## src/hdl/gpc_pkg.sv

```systemverilog
`timescale 1ns / 1ps
// ----------------------------------------------------------------------------
// gpc_pkg
// Shared types, constants and the pin event function of the GPIO controller.
// ----------------------------------------------------------------------------
package gpc_pkg;

    localparam int DEF_NUM_BANKS      = 8;
    localparam int DEF_PORTS_PER_BANK = 4;
    localparam int PINS_PER_PORT      = 8;

    // slot of port (b,p) is b*PORT_STRIDE+p, whatever the bank size
    localparam int PORT_STRIDE = 4;
    localparam int BANK_W      = 3;
    localparam int PORT_W      = 2;
    localparam int SLOT_W      = BANK_W + PORT_W;
    localparam int BANK_IRQ_W  = 8;
    localparam int DATA_W      = 24;
    localparam int QUEUE_DEPTH = 2;

    localparam logic [DATA_W-1:0] LVL_FIELD_MASK = 24'h010101;
    localparam logic [DATA_W-1:0] LVL_RISING     = 24'h000101;
    localparam logic [DATA_W-1:0] LVL_FALLING    = 24'h000100;
    localparam logic [DATA_W-1:0] LVL_BOTH       = 24'h010100;
    localparam logic [DATA_W-1:0] LVL_HIGH       = 24'h000001;

    typedef enum logic [1:0] {
        OP_READ   = 2'd0,
        OP_WRITE  = 2'd1,
        OP_MASKED = 2'd2,
        OP_SAMPLE = 2'd3
    } op_t;

    typedef enum logic [2:0] {
        SEL_CNF = 3'd0,
        SEL_OE  = 3'd1,
        SEL_OUT = 3'd2,
        SEL_IN  = 3'd3,
        SEL_STA = 3'd4,
        SEL_ENB = 3'd5,
        SEL_LVL = 3'd6,
        SEL_CLR = 3'd7
    } reg_sel_t;

    // what the back end does with a classified transfer
    typedef enum logic [2:0] {
        ACT_NONE,
        ACT_READ,
        ACT_WRITE,
        ACT_MASKED,
        ACT_CLEAR,
        ACT_SAMPLE
    } action_t;

    typedef struct packed {
        action_t                  action;
        logic                     err;
        reg_sel_t                 sel;
        logic [SLOT_W-1:0]        slot;
        logic [DATA_W-1:0]        wdata;
        logic [PINS_PER_PORT-1:0] pins;
    } cmd_t;

    function automatic logic [PINS_PER_PORT-1:0] pin_hits(
        input logic [DATA_W-1:0]        lvl,
        input logic [PINS_PER_PORT-1:0] prev,
        input logic [PINS_PER_PORT-1:0] now
    );
        logic [PINS_PER_PORT-1:0] hits;
        logic [DATA_W-1:0]        kind;
        hits = '0;
        for (int i = 0; i < PINS_PER_PORT; i++)
        begin
            kind = (lvl >> i) & LVL_FIELD_MASK;
            if ((kind & LVL_FALLING) == '0)
                hits[i] = ((kind & LVL_HIGH) != '0) ? now[i] : !now[i];
            else if ((kind & LVL_BOTH) == LVL_BOTH)
                hits[i] = prev[i] ^ now[i];
            else if ((kind & LVL_RISING) == LVL_RISING)
                hits[i] = !prev[i] && now[i];
            else
                hits[i] = prev[i] && !now[i];
        end
        return hits;
    endfunction

endpackage

```

## src/hdl/gpc_front.sv

```systemverilog
`timescale 1ns / 1ps
// ----------------------------------------------------------------------------
// gpc_front
// Classifies each incoming transfer into a command for the back end.
// ----------------------------------------------------------------------------
module gpc_front #(
    parameter int NUM_BANKS      = gpc_pkg::DEF_NUM_BANKS,
    parameter int PORTS_PER_BANK = gpc_pkg::DEF_PORTS_PER_BANK
) (
    input  logic [1:0]                         operation,
    input  logic [gpc_pkg::BANK_W-1:0]         bank,
    input  logic [gpc_pkg::PORT_W-1:0]         port,
    input  logic [2:0]                         reg_select,
    input  logic [gpc_pkg::DATA_W-1:0]         write_data,
    input  logic [gpc_pkg::PINS_PER_PORT-1:0]  pin_levels,
    output gpc_pkg::cmd_t                      cmd
);
    import gpc_pkg::*;

    op_t      op;
    reg_sel_t sel;
    logic     range_err;
    action_t  action;
    logic     reg_err;

    assign op  = op_t'(operation);
    assign sel = reg_sel_t'(reg_select);
    assign range_err = (32'(bank) >= NUM_BANKS) || (32'(port) >= PORTS_PER_BANK);

    always_comb
    begin
        action  = ACT_NONE;
        reg_err = 1'b0;
        case (op)
            OP_READ:
            begin
                if (sel == SEL_CLR)
                    reg_err = 1'b1;
                else
                    action = ACT_READ;
            end
            OP_WRITE:
            begin
                if (sel == SEL_IN)
                    reg_err = 1'b1;
                else if (sel == SEL_CLR)
                    action = ACT_CLEAR;
                else
                    action = ACT_WRITE;
            end
            OP_MASKED:
            begin
                if (sel inside {SEL_CNF, SEL_OE, SEL_OUT, SEL_ENB})
                    action = ACT_MASKED;
                else
                    reg_err = 1'b1;
            end
            OP_SAMPLE: action = ACT_SAMPLE;
            default:   reg_err = 1'b1;
        endcase
    end

    always_comb
    begin
        cmd.action = range_err ? ACT_NONE : action;
        cmd.err    = range_err || reg_err;
        cmd.sel    = sel;
        cmd.slot   = {bank, port};
        cmd.wdata  = write_data;
        cmd.pins   = pin_levels;
    end

endmodule

```

## src/hdl/gpc_queue.sv

```systemverilog
`timescale 1ns / 1ps
// ----------------------------------------------------------------------------
// gpc_queue
// Short command queue between the classifier and the execution back end.
// ----------------------------------------------------------------------------
module gpc_queue (
    input  logic          clk,
    input  logic          rst_n,
    input  logic          push,
    input  gpc_pkg::cmd_t push_cmd,
    output logic          full,
    input  logic          pop,
    output logic          not_empty,
    output gpc_pkg::cmd_t head_cmd
);
    import gpc_pkg::*;

    localparam int PTR_W = (QUEUE_DEPTH > 1) ? $clog2(QUEUE_DEPTH) : 1;
    localparam int CNT_W = $clog2(QUEUE_DEPTH + 1);

    cmd_t             entry_reg [QUEUE_DEPTH];
    logic [PTR_W-1:0] wr_ptr_reg, wr_ptr_next;
    logic [PTR_W-1:0] rd_ptr_reg, rd_ptr_next;
    logic [CNT_W-1:0] count_reg, count_next;

    assign full      = (32'(count_reg) == QUEUE_DEPTH);
    assign not_empty = (count_reg != '0);
    assign head_cmd  = entry_reg[rd_ptr_reg];

    function automatic logic [PTR_W-1:0] ptr_inc(input logic [PTR_W-1:0] p);
        return (32'(p) == QUEUE_DEPTH - 1) ? '0 : p + 1'b1;
    endfunction

    always_comb
    begin
        wr_ptr_next = push ? ptr_inc(wr_ptr_reg) : wr_ptr_reg;
        rd_ptr_next = pop ? ptr_inc(rd_ptr_reg) : rd_ptr_reg;
        count_next  = count_reg;
        if (push && !pop)
            count_next = count_reg + 1'b1;
        else if (pop && !push)
            count_next = count_reg - 1'b1;
    end

    always_ff @(posedge clk or negedge rst_n)
    begin
        if (!rst_n)
        begin
            wr_ptr_reg <= '0;
            rd_ptr_reg <= '0;
            count_reg  <= '0;
        end
        else
        begin
            wr_ptr_reg <= wr_ptr_next;
            rd_ptr_reg <= rd_ptr_next;
            count_reg  <= count_next;
        end
    end

    always_ff @(posedge clk)
    begin
        if (push)
            entry_reg[wr_ptr_reg] <= push_cmd;
    end

endmodule

```

## src/hdl/gpc_back.sv

```systemverilog
`timescale 1ns / 1ps
// ----------------------------------------------------------------------------
// gpc_back
// Port register file; one command per cycle, unless stalled, into output regs.
// ----------------------------------------------------------------------------
module gpc_back #(
    parameter int NUM_BANKS      = gpc_pkg::DEF_NUM_BANKS,
    parameter int PORTS_PER_BANK = gpc_pkg::DEF_PORTS_PER_BANK
) (
    input  logic                              clk,
    input  logic                              rst_n,
    input  logic                              cmd_valid,
    input  gpc_pkg::cmd_t                     cmd,
    output logic                              cmd_pop,
    output logic                              out_valid,
    input  logic                              out_ready,
    output logic [gpc_pkg::DATA_W-1:0]        read_data,
    output logic [gpc_pkg::BANK_IRQ_W-1:0]    bank_irq,
    output logic                              access_error
);
    import gpc_pkg::*;

    localparam int NUM_SLOTS = NUM_BANKS * PORT_STRIDE;
    localparam int IDX_W     = $clog2(NUM_SLOTS);
    localparam int PW        = PINS_PER_PORT;

    logic [PW-1:0]     mode_reg [NUM_SLOTS];
    logic [PW-1:0]     oe_reg   [NUM_SLOTS];
    logic [PW-1:0]     out_reg  [NUM_SLOTS];
    logic [PW-1:0]     in_reg   [NUM_SLOTS];
    logic [PW-1:0]     sta_reg  [NUM_SLOTS];
    logic [PW-1:0]     enb_reg  [NUM_SLOTS];
    logic [DATA_W-1:0] lvl_reg  [NUM_SLOTS];
    logic [NUM_SLOTS-1:0] pend_reg, pend_next;

    logic                  out_valid_reg, out_valid_next;
    logic [DATA_W-1:0]     rdata_reg;
    logic [BANK_IRQ_W-1:0] irq_reg, irq_next;
    logic                  err_reg;

    logic              exec;
    logic              live;
    logic [IDX_W-1:0]  idx;
    logic [PW-1:0]     byte_cur, byte_new, mask;
    logic [PW-1:0]     sta_new, enb_new;
    logic [DATA_W-1:0] rdata;
    logic              we_byte, we_sta, we_lvl, we_in;

    assign exec    = cmd_valid && (!out_valid_reg || out_ready);
    assign cmd_pop = exec;
    assign live    = (cmd.action != ACT_NONE);
    assign idx     = cmd.slot[IDX_W-1:0];
    assign mask    = cmd.wdata[2*PW-1:PW];

    always_comb
    begin
        case (cmd.sel)
            SEL_CNF: byte_cur = mode_reg[idx];
            SEL_OE:  byte_cur = oe_reg[idx];
            SEL_OUT: byte_cur = out_reg[idx];
            SEL_ENB: byte_cur = enb_reg[idx];
            default: byte_cur = '0;
        endcase
    end

    always_comb
    begin
        rdata    = '0;
        byte_new = byte_cur;
        sta_new  = sta_reg[idx];
        we_byte  = 1'b0;
        we_sta   = 1'b0;
        we_lvl   = 1'b0;
        we_in    = 1'b0;
        case (cmd.action)
            ACT_READ:
            begin
                case (cmd.sel)
                    SEL_IN:  rdata = DATA_W'(in_reg[idx]);
                    SEL_STA: rdata = DATA_W'(sta_reg[idx]);
                    SEL_LVL: rdata = lvl_reg[idx];
                    default: rdata = DATA_W'(byte_cur);
                endcase
            end
            ACT_WRITE:
            begin
                if (cmd.sel == SEL_STA)
                begin
                    sta_new = cmd.wdata[PW-1:0];
                    we_sta  = 1'b1;
                end
                else if (cmd.sel == SEL_LVL)
                    we_lvl = 1'b1;
                else
                begin
                    byte_new = cmd.wdata[PW-1:0];
                    we_byte  = 1'b1;
                end
            end
            ACT_MASKED:
            begin
                byte_new = (byte_cur & ~mask) | (cmd.wdata[PW-1:0] & mask);
                we_byte  = 1'b1;
            end
            ACT_CLEAR:
            begin
                sta_new = sta_reg[idx] & ~cmd.wdata[PW-1:0];
                we_sta  = 1'b1;
            end
            ACT_SAMPLE:
            begin
                sta_new = sta_reg[idx] | pin_hits(lvl_reg[idx], in_reg[idx], cmd.pins);
                we_sta  = 1'b1;
                we_in   = 1'b1;
            end
            default: ;
        endcase
    end

    assign enb_new = (we_byte && cmd.sel == SEL_ENB) ? byte_new : enb_reg[idx];

    always_comb
    begin
        pend_next = pend_reg;
        if (live)
            pend_next[idx] = |(sta_new & enb_new);
    end

    genvar gb;
    generate
        for (gb = 0; gb < BANK_IRQ_W; gb++)
        begin : g_irq
            if (gb < NUM_BANKS)
            begin : g_live
                assign irq_next[gb] =
                    |pend_next[gb*PORT_STRIDE +: PORTS_PER_BANK];
            end
            else
            begin : g_none
                assign irq_next[gb] = 1'b0;
            end
        end
    endgenerate

    always_comb
    begin
        out_valid_next = out_valid_reg;
        if (exec)
            out_valid_next = 1'b1;
        else if (out_ready)
            out_valid_next = 1'b0;
    end

    always_ff @(posedge clk or negedge rst_n)
    begin
        if (!rst_n)
        begin
            for (int s = 0; s < NUM_SLOTS; s++)
            begin
                mode_reg[s] <= '0;
                oe_reg[s]   <= '0;
                out_reg[s]  <= '0;
                in_reg[s]   <= '0;
                sta_reg[s]  <= '0;
                enb_reg[s]  <= '0;
                lvl_reg[s]  <= '0;
            end
            pend_reg      <= '0;
            out_valid_reg <= 1'b0;
        end
        else
        begin
            out_valid_reg <= out_valid_next;
            if (exec && live)
            begin
                pend_reg <= pend_next;
                if (we_byte)
                begin
                    case (cmd.sel)
                        SEL_CNF: mode_reg[idx] <= byte_new;
                        SEL_OE:  oe_reg[idx]   <= byte_new;
                        SEL_OUT: out_reg[idx]  <= byte_new;
                        SEL_ENB: enb_reg[idx]  <= byte_new;
                        default: ;
                    endcase
                end
                if (we_sta)
                    sta_reg[idx] <= sta_new;
                if (we_lvl)
                    lvl_reg[idx] <= cmd.wdata;
                if (we_in)
                    in_reg[idx] <= cmd.pins;
            end
        end
    end

    always_ff @(posedge clk)
    begin
        if (exec)
        begin
            rdata_reg <= rdata;
            irq_reg   <= irq_next;
            err_reg   <= cmd.err;
        end
    end

    assign out_valid    = out_valid_reg;
    assign read_data    = rdata_reg;
    assign bank_irq     = irq_reg;
    assign access_error = err_reg;

endmodule

```

## src/hdl/gpio_port_controller.sv

```systemverilog
`timescale 1ns / 1ps
// ----------------------------------------------------------------------------
// gpio_port_controller
// GPIO controller: banks of 8-pin ports with masked writes and pin interrupts.
// ----------------------------------------------------------------------------
//  channel | handshake            | payload
//  --------+----------------------+---------------------------------------------
//  in      | in_valid / in_ready  | operation bank port reg_select write_data
//          |                      | pin_levels
//  out     | out_valid / out_ready| read_data bank_irq access_error
//
//  A transfer is classified, queued (two entries), then executed by the port
//  register file, which writes its result into the output register.
//  One transfer per cycle sustained while the output is not stalled; the
//  read-modify-write of the selected port sets that figure. Reset clears
//  every port register. A stalled output fills the queue, after which
//  in_ready drops.
// ----------------------------------------------------------------------------
module gpio_port_controller #(
    parameter int NUM_BANKS      = gpc_pkg::DEF_NUM_BANKS,
    parameter int PORTS_PER_BANK = gpc_pkg::DEF_PORTS_PER_BANK
) (
    input  logic                               clk,
    input  logic                               rst_n,
    input  logic                               in_valid,
    output logic                               in_ready,
    input  logic [1:0]                         operation,
    input  logic [gpc_pkg::BANK_W-1:0]         bank,
    input  logic [gpc_pkg::PORT_W-1:0]         port,
    input  logic [2:0]                         reg_select,
    input  logic [gpc_pkg::DATA_W-1:0]         write_data,
    input  logic [gpc_pkg::PINS_PER_PORT-1:0]  pin_levels,
    output logic                               out_valid,
    input  logic                               out_ready,
    output logic [gpc_pkg::DATA_W-1:0]         read_data,
    output logic [gpc_pkg::BANK_IRQ_W-1:0]     bank_irq,
    output logic                               access_error
);
    import gpc_pkg::*;

    cmd_t front_cmd;
    cmd_t head_cmd;
    logic q_full;
    logic q_not_empty;
    logic q_pop;

    assign in_ready = !q_full;

    gpc_front #(
        .NUM_BANKS      (NUM_BANKS),
        .PORTS_PER_BANK (PORTS_PER_BANK)
    ) u_front (
        .operation  (operation),
        .bank       (bank),
        .port       (port),
        .reg_select (reg_select),
        .write_data (write_data),
        .pin_levels (pin_levels),
        .cmd        (front_cmd)
    );

    gpc_queue u_queue (
        .clk       (clk),
        .rst_n     (rst_n),
        .push      (in_valid && !q_full),
        .push_cmd  (front_cmd),
        .full      (q_full),
        .pop       (q_pop),
        .not_empty (q_not_empty),
        .head_cmd  (head_cmd)
    );

    gpc_back #(
        .NUM_BANKS      (NUM_BANKS),
        .PORTS_PER_BANK (PORTS_PER_BANK)
    ) u_back (
        .clk          (clk),
        .rst_n        (rst_n),
        .cmd_valid    (q_not_empty),
        .cmd          (head_cmd),
        .cmd_pop      (q_pop),
        .out_valid    (out_valid),
        .out_ready    (out_ready),
        .read_data    (read_data),
        .bank_irq     (bank_irq),
        .access_error (access_error)
    );

endmodule
```

## config.mk

```make
export PLATFORM = sky130hd
export DESIGN_NAME = gpio_port_controller
export DESIGN_NICKNAME = d
export VERILOG_FILES = /design/src/hdl/gpc_pkg.sv /design/src/hdl/gpc_front.sv /design/src/hdl/gpc_queue.sv /design/src/hdl/gpc_back.sv /design/src/hdl/gpio_port_controller.sv
export SDC_FILE = /design/constraint.sdc
export NUM_CORES = 2
export LEC_CHECK = 0
export ABC_AREA = 0
export BUFFER_PORTS_ARGS = -buffer_cell sky130_fd_sc_hd__buf_2
export CORE_ASPECT_RATIO = 1.2
export CORE_MARGIN = 2
export CORE_UTILIZATION = 30
export DETAILED_ROUTE_END_ITERATION = 8
export GPL_TIMING_DRIVEN = 0
export PLACE_DENSITY = 0.48
export SLEW_MARGIN = 15
export SYNTH_ARGS = -nofsm -noshare
export SYNTH_HDL_FRONTEND = slang
export SYNTH_HIERARCHICAL = 1
export SYNTH_SLANG_ARGS = --single-unit
```

## constraint.sdc

```tcl
create_clock -name clk -period 7.18 [get_ports clk]
set_clock_uncertainty 0.2 [all_clocks]
set_input_delay 0.359 -clock clk [delete_from_list [all_inputs] [get_ports clk]]
set_output_delay 0.359 -clock clk [all_outputs]
set_load 0.05 [all_outputs]
```

==> flow_metrics.env <==
export IMPL_status="finished with violations"
export IMPL_violations="setup timing"
export IMPL_die_y_um=669
export IMPL_grtUsageTotal_pct=28.3
export IMPL_wl_per_cell_um=36.3
export IMPL_finalHoldViolCount=0
export IMPL_r2r_start="u_queue/rd_ptr_reg"
export IMPL_setup_viol=258
export IMPL_fin_tns_setup_ps=-21980
export IMPL_timing_rr_end="u_back/out_reg[250]"
export IMPL_clockRootBuffer="clkbuf_16"
export IMPL_vdd_ir_drop_max_mv=0.236
export IMPL_dp_slack_ps=-4190
export IMPL_placed_cell_area_sq_um=118000
export IMPL_slew_violations=0
export IMPL_route_detailed_drc=0
export IMPL_routed_wl_um=537000
export IMPL_largest_reg_flops=768
export IMPL_cts_tree="built"
export IMPL_first_global_vias=83000
export IMPL_dp_cells=14200
export IMPL_yosysUniqueCellTypes=81
export IMPL_yosys_area_top_type_share_pct=53.0
export IMPL_h_tree_depth=5
export IMPL_antenna_found_initial=59
export IMPL_stdcell_count=14800
export IMPL_cts_path_max_buffers=4
export IMPL_drive_above_1_share_pct=23.9
export IMPL_power_density_nw_per_um2=365
export IMPL_clock_sinks=2462
export IMPL_dr_pass1_iters=8
export IMPL_nFillCells=36200
export IMPL_p_leak_nw=57.8
export IMPL_clk_pin_slew_ps=60
export IMPL_synth_edf_count=121
export IMPL_syn_cell_area_sq_um=110000
export IMPL_rrSetupSlack_ps=-240
export IMPL_relSlewSlack_pct=9.90
export IMPL_start_kind="register"
export IMPL_ys_seq_area_share_pct=56.3
export IMPL_port_buffers=43
export IMPL_gp_congestion=0.983
export IMPL_synth_most_common_cell="dfrtp_1"
export IMPL_ys_ff_latch=2462
export IMPL_route_vias_total=83600
export IMPL_grt_setup_unrepaired="false"
export IMPL_start_util_pct=30.1
export IMPL_r2r_cells=17
export IMPL_synth_warning_count=6
export IMPL_via_per_inst=5.65
export IMPL_max_clock_freq_ghz=0.135
export IMPL_maxCapViolCount=0
export IMPL_yosysTopAreaCell="dfrtp_1"
export IMPL_endpoint_kind="register"
export IMPL_design_area_sq_um=129000
export IMPL_period_share_pct=103
export IMPL_synthArstFlopShare_pct=95.1
export IMPL_setup_ws_ps=-237
export IMPL_grt_ovfl_total=0
export IMPL_grt_pass1_wl_um=719000
export IMPL_nets=9723
export IMPL_fin_crit_ps=7420
export IMPL_rows=244
export IMPL_drtAntennaViolNets=0
export IMPL_crit_required_ps=7690
export IMPL_die_area_sq_um=373000
export IMPL_crit_start="u_queue/rd_ptr_reg"
export IMPL_cts_buffers=275
export IMPL_io_pins=81
export IMPL_avgSynthCellArea_sq_um=12.0
export IMPL_synth_nets=9266
export IMPL_grt_max_degree=146
export IMPL_crit_type="reg -> reg"
export IMPL_endpoint="u_back/out_reg[250]"
export IMPL_ys_flop_type="dfrtp_1"
export IMPL_worstPathMaxFanout=11
export IMPL_insertion_delay_ps=920
export IMPL_coreArea_sq_um=367000
export IMPL_tightest_slew_ps=1350
export IMPL_syn_to_final_growth_pct=16.4
export IMPL_drt_iter0_drc=9727
export IMPL_synthTopCellsByCount="dfrtp_1, nand2_1, mux2_2"
export IMPL_hpwl_um=381000
export IMPL_die_w_um=558
export IMPL_hp_class="in -> reg"
export IMPL_crit_arrival_ps=7930
export IMPL_synth_cells=9203
export IMPL_ys_top_cells_by_area="dfrtp_1, mux2_2, mux2i_1"
per-stage QoR:
stage / hold WS (ps) / utilization, % / power (W)
after global routing: 10.2 / 35.0 / 0.0479
after global placement: 259 / 31.8 / 0.0317
after CTS: 0.708 / 35.0 / 0.0467
after detailed placement: 109 / 32.2 / 0.0321
after floorplan: -137 / - / 0.0236
final: 14.4 / 35.0 / 0.0470
cell type report:
type,count,area (sq um),area share [%]
sequential,2462,62200,48.4
timing repair buffer,194,2210,1.72
inverter,25,96.3,0.0749
multi-input combinational,5909,44600,34.7
antenna,22,55.1,0.0428
clock inverter,87,947,0.737
tap,4920,6160,4.79
clock buffer,389,8020,6.24
buffer,793,4300,3.34
repair_timing:
| item | CTS | global route |
|---|---|---|
| hold endpoints to repair | 443 | 0 |
| setup endpoints to repair | 1335 | 222 |
| setup buffers | 21 | 2 |
| resized for setup | 170 | 32 |
| hold buffers | 70 | 0 |
| pin swaps | 12 | 1 |
| cloned | 0 | 0 |
cells by family (layout without fill, tap and decap cells):
family,after synthesis,in the layout,synth area share (%)
mux,2168,2168,23.2
buf+inv,832,1488,3.65
xor+xnor,13,13,0.103
compound gates,1848,1848,9.42
flops,2462,2462,56.3
fa+ha+maj,17,17,0.193
simple gates,1863,1863,7.07
other cells,0,22,0
how the worst min path moves through the flow:
stage / slack (ps) / depth (start not counted) / startpoint / endpoint
after floorplan: -140 / 0 / rst_n / u_back/enb_reg[0]
after global placement: 260 / 2 / u_back/sta_reg[70] / u_back/sta_reg[70]
after detailed placement: 110 / 1 / rst_n / u_back/in_reg[49]
after CTS: 0.7 / 2 / pin_levels[7] / u_queue/entry_reg[1][7]
after global routing: 10 / 2 / write_data[20] / u_queue/entry_reg[0][28]
final: 10 / 2 / write_data[7] / u_queue/entry_reg[1][15]
metal layers:
layer  vias up  wire [um]  global-route usage [%]
met2      4388     241000                    43.9
li1      33900          -                       -
met1     44000     202000                    34.3
met4        26      49400                    22.0
met3      1360      44800                    6.13
met5         -        164                       0
critical path, stage by stage, from the launching register on:
cell and delay (ps):
dfrtp_1 330, buf_6 190, buf_12 170, mux2_4 350, buf_2 200, nand4bb_1 470
buf_4 560, buf_4 620, buf_2 740, o22ai_1 210, nor4_2 340, nand2_1 370
a22oi_1 410, nand3_1 230, a21boi_1 330, buf_4 450, clkbuf_1 740, o21ai_0 210
placed cells by master (no fill, tap or decap), types with 19 or more instances in the layout:
cell	netlist	final
a21oi_1	276	271
a22oi_1	99	94
a31oi_1	43	43
buf_12	4	20
buf_16	0	19
buf_2	130	96
buf_4	95	175
buf_6	43	64
clkbuf_1	512	507
clkbuf_16	0	289
clkbuf_2	0	52
clkbuf_8	0	43
clkinv_2	0	43
dfrtp_1	2341	2341
diode_2	0	22
dlygate4sd3_1	0	69
edfxtp_1	121	121
inv_1	25	24
mux2_2	1158	1158
mux2_4	39	39
mux2i_1	787	786
mux4_2	184	184
nand2_1	1178	1178
nand3_1	30	29
nor2_1	409	372
nor2_2	0	36
nor2b_1	25	24
nor3_1	22	19
nor4_1	88	66
nor4_2	2	24
o21ai_0	956	956
o22ai_1	393	393
power breakdown:
group          switching [W]  internal (W)  total (W)
Sequential          0.000790        0.0156     0.0164
Combinational         0.0120       0.00418     0.0162
Clock                0.00603       0.00839     0.0144
Total                 0.0189        0.0281     0.0470
Power figures use the tool's default switching activity.
